**config.mk**
```make
export PLATFORM = sky130hd
export DESIGN_NAME = pic_div
export DESIGN_NICKNAME = d
export VERILOG_FILES = /design/src/rtl/core/pixelwise_image_combine_defines.svh /design/src/rtl/core/pic_pkg.sv /design/src/rtl/core/pic_div.sv
export SDC_FILE = /design/constraint.sdc
export NUM_CORES = 2
export LEC_CHECK = 0
export ABC_AREA = 1
export BUFFER_PORTS_ARGS = -buffer_cell sky130_fd_sc_hd__clkbuf_2
export CAP_MARGIN = 0
export CORE_ASPECT_RATIO = 1.75
export CORE_UTILIZATION = 59
export DETAILED_ROUTE_END_ITERATION = 10
export PLACE_DENSITY = 0.75
export SYNTH_ARGS = -nofsm -noshare
export SYNTH_HDL_FRONTEND = slang
export SYNTH_SLANG_ARGS = --single-unit
export TNS_END_PERCENT = 50
```
**constraint.sdc**
```tcl
create_clock -name clk_i -period 15.5 [get_ports clk_i]
set_input_delay 3.1 -clock clk_i [delete_from_list [all_inputs] [get_ports clk_i]]
set_output_delay 3.1 -clock clk_i [all_outputs]
set_load 0.02 [all_outputs]
```
**src/rtl/core/pixelwise_image_combine_defines.svh**
```systemverilog
// Assertion macros for the pixelwise image combiner.
// Included by the RTL file that carries concurrent assertions; expects clk_i and rst_ni in scope.
`ifndef PIXELWISE_IMAGE_COMBINE_DEFINES_SVH
`define PIXELWISE_IMAGE_COMBINE_DEFINES_SVH

// expression holds at every clock edge outside reset
`define PIC_ASSERT_ALWAYS(lbl, expr, msg) \
  lbl: assert property (@(posedge clk_i) disable iff (!rst_ni) (expr)) else $error(msg);

// antecedent at one edge implies consequent at the next edge
`define PIC_ASSERT_NEXT(lbl, ante, cons, msg) \
  lbl: assert property (@(posedge clk_i) disable iff (!rst_ni) (ante) |=> (cons)) \
    else $error(msg);

`endif

```
**src/rtl/core/pic_pkg.sv**
```systemverilog
// Shared types, codes and constants of the pixelwise image combiner.
// No dependencies; used by the top level and the pipelined divider.
`timescale 1ns / 1ps
`default_nettype none
package pic_pkg;

  localparam int ACC_W      = 48;
  localparam int PIX_W      = 15;
  localparam int IDX_W      = 16;
  localparam int CNT_W      = 11;
  localparam int CFG_IDX_W  = 3;
  localparam int CFG_DATA_W = 15;
  localparam int DIV_BPS    = 4;

  localparam logic [PIX_W-1:0] VAL_MAX = 15'h7fff;

  typedef logic signed [ACC_W-1:0] acc_t;
  typedef logic [PIX_W-1:0]        pix_t;
  typedef logic [IDX_W-1:0]        idx_t;
  typedef logic [CNT_W-1:0]        cnt_t;

  typedef enum logic [3:0] {
    OP_AND   = 4'd0,
    OP_OR    = 4'd1,
    OP_XOR   = 4'd2,
    OP_AVG   = 4'd3,
    OP_MIN   = 4'd4,
    OP_MAX   = 4'd5,
    OP_ADD   = 4'd6,
    OP_SUB   = 4'd7,
    OP_DIV   = 4'd8,
    OP_MUL   = 4'd9,
    OP_MULNZ = 4'd10,
    OP_DIVNZ = 4'd11
  } op_e;

  typedef enum logic [CFG_IDX_W-1:0] {
    REG_OPERATION = 3'd0,
    REG_WIN_EN    = 3'd1,
    REG_WIN_LO    = 3'd2,
    REG_WIN_HI    = 3'd3,
    REG_IMG_CNT   = 3'd4,
    REG_BIN_LVL   = 3'd5,
    REG_REV       = 3'd6
  } cfg_reg_e;

  typedef enum logic [1:0] {
    KIND_SIMPLE = 2'd0,
    KIND_MUL    = 2'd1,
    KIND_DIV    = 2'd2
  } res_kind_e;

  localparam acc_t ACC_MAX = {1'b0, {(ACC_W-1){1'b1}}};
  localparam acc_t ACC_MIN = {1'b1, {(ACC_W-1){1'b0}}};

  function automatic acc_t sat_acc(input logic signed [ACC_W:0] v);
    acc_t r;
    if (v[ACC_W] != v[ACC_W-1]) begin
      r = v[ACC_W] ? ACC_MIN : ACC_MAX;
    end else begin
      r = v[ACC_W-1:0];
    end
    return r;
  endfunction

endpackage
`default_nettype wire

```
**src/rtl/core/pic_div.sv**
```systemverilog
// Pipelined unsigned restoring divider, DIV_BPS quotient bits per stage.
// Depends on pic_pkg for the bits per stage.
`timescale 1ns / 1ps
`default_nettype none
module pic_div #(
  parameter int NW = 48,
  parameter int DW = 15
) (
  input  logic          clk_i,
  input  logic          en_i,
  input  logic [NW-1:0] dividend_i,
  input  logic [DW-1:0] divisor_i,
  output logic [NW-1:0] quotient_o
);

  localparam int BPS = pic_pkg::DIV_BPS;
  localparam int LAT = (NW + BPS - 1) / BPS;
  localparam int NP  = LAT * BPS;

  logic [DW-1:0] rem_q [LAT];
  logic [DW-1:0] rem_d [LAT];
  logic [DW-1:0] den_q [LAT];
  logic [DW-1:0] den_d [LAT];
  logic [NP-1:0] num_q [LAT];
  logic [NP-1:0] num_d [LAT];

  always_comb begin
    logic [DW-1:0] r;
    logic [DW-1:0] d;
    logic [NP-1:0] n;
    logic [DW:0]   t;
    for (int s = 0; s < LAT; s++) begin
      if (s == 0) begin
        r = '0;
        n = NP'(dividend_i);
        d = divisor_i;
      end else begin
        r = rem_q[s-1];
        n = num_q[s-1];
        d = den_q[s-1];
      end
      for (int b = 0; b < BPS; b++) begin
        t = {r, n[NP-1]};
        if (t >= {1'b0, d}) begin
          r = DW'(t - {1'b0, d});
          n = {n[NP-2:0], 1'b1};
        end else begin
          r = t[DW-1:0];
          n = {n[NP-2:0], 1'b0};
        end
      end
      rem_d[s] = r;
      num_d[s] = n;
      den_d[s] = d;
    end
  end

  always_ff @(posedge clk_i) begin
    if (en_i) begin
      for (int s = 0; s < LAT; s++) begin
        rem_q[s] <= rem_d[s];
        num_q[s] <= num_d[s];
        den_q[s] <= den_d[s];
      end
    end
  end

  assign quotient_o = num_q[LAT-1][NW-1:0];

endmodule
`default_nettype wire

```
==> results.md <==
- WS Path Type: flip-flop to flip-flop
- Slew headroom: 28.5%
- Cts bufs inserted: between 80 and 90
- Fmax: slightly below 0.09 GHz
- Critical Path AT: ~12 ns
- Std-Cell Rows: approximately 170
- Gr ovfl total: 0
- Initial antenna violation count: 2
- Max Cap Viol: 0
- First-pass iteration count of the detailed router: 6
- Syn Area/Cell: roughly 8.3 um2
- Final Max Tran Viols: 0
- # hold bufs at CTS: 0
- First-pass GRT wire length: about 300,000 um
- Hold Fails Final Rpt: 0
- Largest net degree at the start of global routing: 170
- Via count: 57,666
- Root Buffer: clkbuf_16
- Port bufs: about 110
- Worst Setup SP: den_q[2][1]$_DFFE_PP_
- Worst path slowest cell: a21boi_0
- Worst Path Required: around 16 ns
- RSZ-0062 raised after global routing: false
- Final setup violation count: 0
- Initial core utilization: between 50% and 60%
- Outcome: complete, no violations
- Distinct cells, synth: between 60 and 70
- Seq/Total Area, Yosys: roughly two fifths
- Setup Skew: approximately 0.026 ns
- Number of synthesized flops with an enable pin: a little over 900
- Area Overhead vs Synth: 6.35%
- Most frequent cells in the layout: 2,254 x nand2_1, 961 x inv_1, 906 x edfxtp_1, 707 x ha_1, 655 x a21oi_1
- Syn. warnings: 0
- Final Cycle Share: 72.7%
- Layout Nets: roughly 9,200
- Type of the tightest min-delay check: flip-flop to flip-flop
- Gp weighted congestion: 0.998
- Post-Layout Inst Area: about 74,000 um2
- CTS tree: built
- WL/cell: between 15 and 20 um
- Wirelength, routed: roughly 190,000 um
- GRT Overall Usage: between 30% and 40%
- Die X: 262 um
- # clock sinks: 906
- Clk slew on worst S/H paths: approximately 0.080 ns
- Final antenna-violating net count: 0
- Die Y-Extent: around 460 um
- Maximum clock path buffer count: 3
- FF+latch count, synth: between 900 and 1,000
- Placed Cells incl. Taps: ~9,800
- Placement Setup Slack: ~4.1 ns
- Top cell by count, worst path: nand2_1
- Core Area: about 120,000 um2
- IO Pins: 113
- Slowest stage delay, CP: around 0.85 ns
- DR iter-0 viols: about 3,400
- Commonest non-fill, non-tap cell in the layout: nand2_1
- H-tree Lvls: 3
- Post-CTS sizing: 0
- Final WS setup: around 4.2 ns
- Worst setup SP type: flip-flop
- HP Start: num_q[1][71]$_DFFE_PP_
- Die ar.: around 120,000 um2
- Async S/R FF share, synth: 0%
- CP Max Fanout: 23
- Most used DFF post-synth: edfxtp_1
- Drt via density: between 5 and 6
- Reg-to-Reg Start: den_q[2][1]$_DFFE_PP_
- Final min period: ~11 ns
- Syn nets: 9,159
- Share of cells above drive strength 1: roughly 5.2%
- Crit end category: flip-flop
- Non-filler cells, final: 9,970
- Post-CTS Setup Bufs: 0
- Vias in the first global route: around 57,000
- Fillers: about 10,000
- Slew @ Worst Pin: 1.06 ns
- Post-synthesis cell area: ~70,000 um2
- Final TNS setup: 0 ns
- Drc violations: 0
- Post-DP Area: 71,000 um2
- Post-synthesis cell count: 8,341
- Final HPWL DP: 154,000 um
- Clock Latency Late Sink: between 0.7 and 0.8 ns
metal layers:
layer  part of all wire (%)  vias up  track usage, %
met5                      0        -               0
met4                     11        0            30.3
met3                    3.8      818            3.79
met2                     52     1682            59.4
met1                     33    26646            30.1
li1                       -    28520               -
state kept, by name, indices dropped and copies added (netlist names):
signal	count
rem_q	165
num_q	576
den_q	165
cell type report:
class	instances	area, um2	share of cell area [%]
Clock buffer	97	2170	2.94
Timing Repair Buffer	128	728	0.984
Multi-Input combinational cell	6293	37600	50.8
Antenna cell	2	5.00	0.00676
Clock inverter	60	786	1.06
Tap cell	1512	1890	2.56
Sequential cell	906	27200	36.8
Inverter	972	3650	4.93
synth_stat cells, types with 31 or more instances:
cell / instances / area, um2
nand3b_1: 42 / 315
nand4_1: 121 / 757
or2_2: 52 / 325
edfxtp_1: 906 / 27200
buf_4: 70 / 526
buf_2: 59 / 295
a21o_1: 62 / 465
nor2_1: 400 / 1500
xnor2_1: 226 / 1980
nand3_2: 31 / 310
nand3_1: 480 / 2400
ha_1: 707 / 8850
o21bai_1: 40 / 300
a21oi_1: 655 / 3280
nand2_1: 2254 / 8460
o21ai_1: 35 / 175
inv_1: 961 / 3610
nor3_1: 80 / 400
o21ai_0: 513 / 2570
xor2_1: 276 / 2420
fa_1: 46 / 921
worst max-delay path, delay by kind of cell (launching register included):
kind,cells,cell delay [ns]
AOI/OAI and AO/OA,8,3.45
adders and majority gates,4,1.48
buffers and inverters,5,0.84
DFF,1,0.51
and+or+nand+nor,27,4.73
worst paths after layout:
check                                          endpoint  slack [ns]  depth (start not counted)
worst min register to register  num_q[1][123]$_DFFE_PP_        0.41                          0
worst min-delay path            num_q[1][123]$_DFFE_PP_        0.41                          0
worst max register to register    rem_q[3][1]$_DFFE_PP_        4.24                         44
worst max-delay path              rem_q[3][1]$_DFFE_PP_        4.24                         44
logic make-up after synthesis:
group | synth area share [%]
fa+ha+maj | 14.0
simple gates | 21.7
buf+inv | 6.92
flops | 39.1
compound gates | 11.9
xor+xnor | 6.32
per-stage QoR:
stage / hold WS [ns] / utilization [%]
finish: 0.405 / 63.3
global route: 0.413 / 63.3
CTS: 0.410 / 63.3
detailed placement: 0.405 / 60.7
global placement: 0.400 / 60.7
floorplan: 0.400 / -
Power is not shown: default switching activity piles up to over one toggle a cycle in this logic, so the estimate is an artifact.
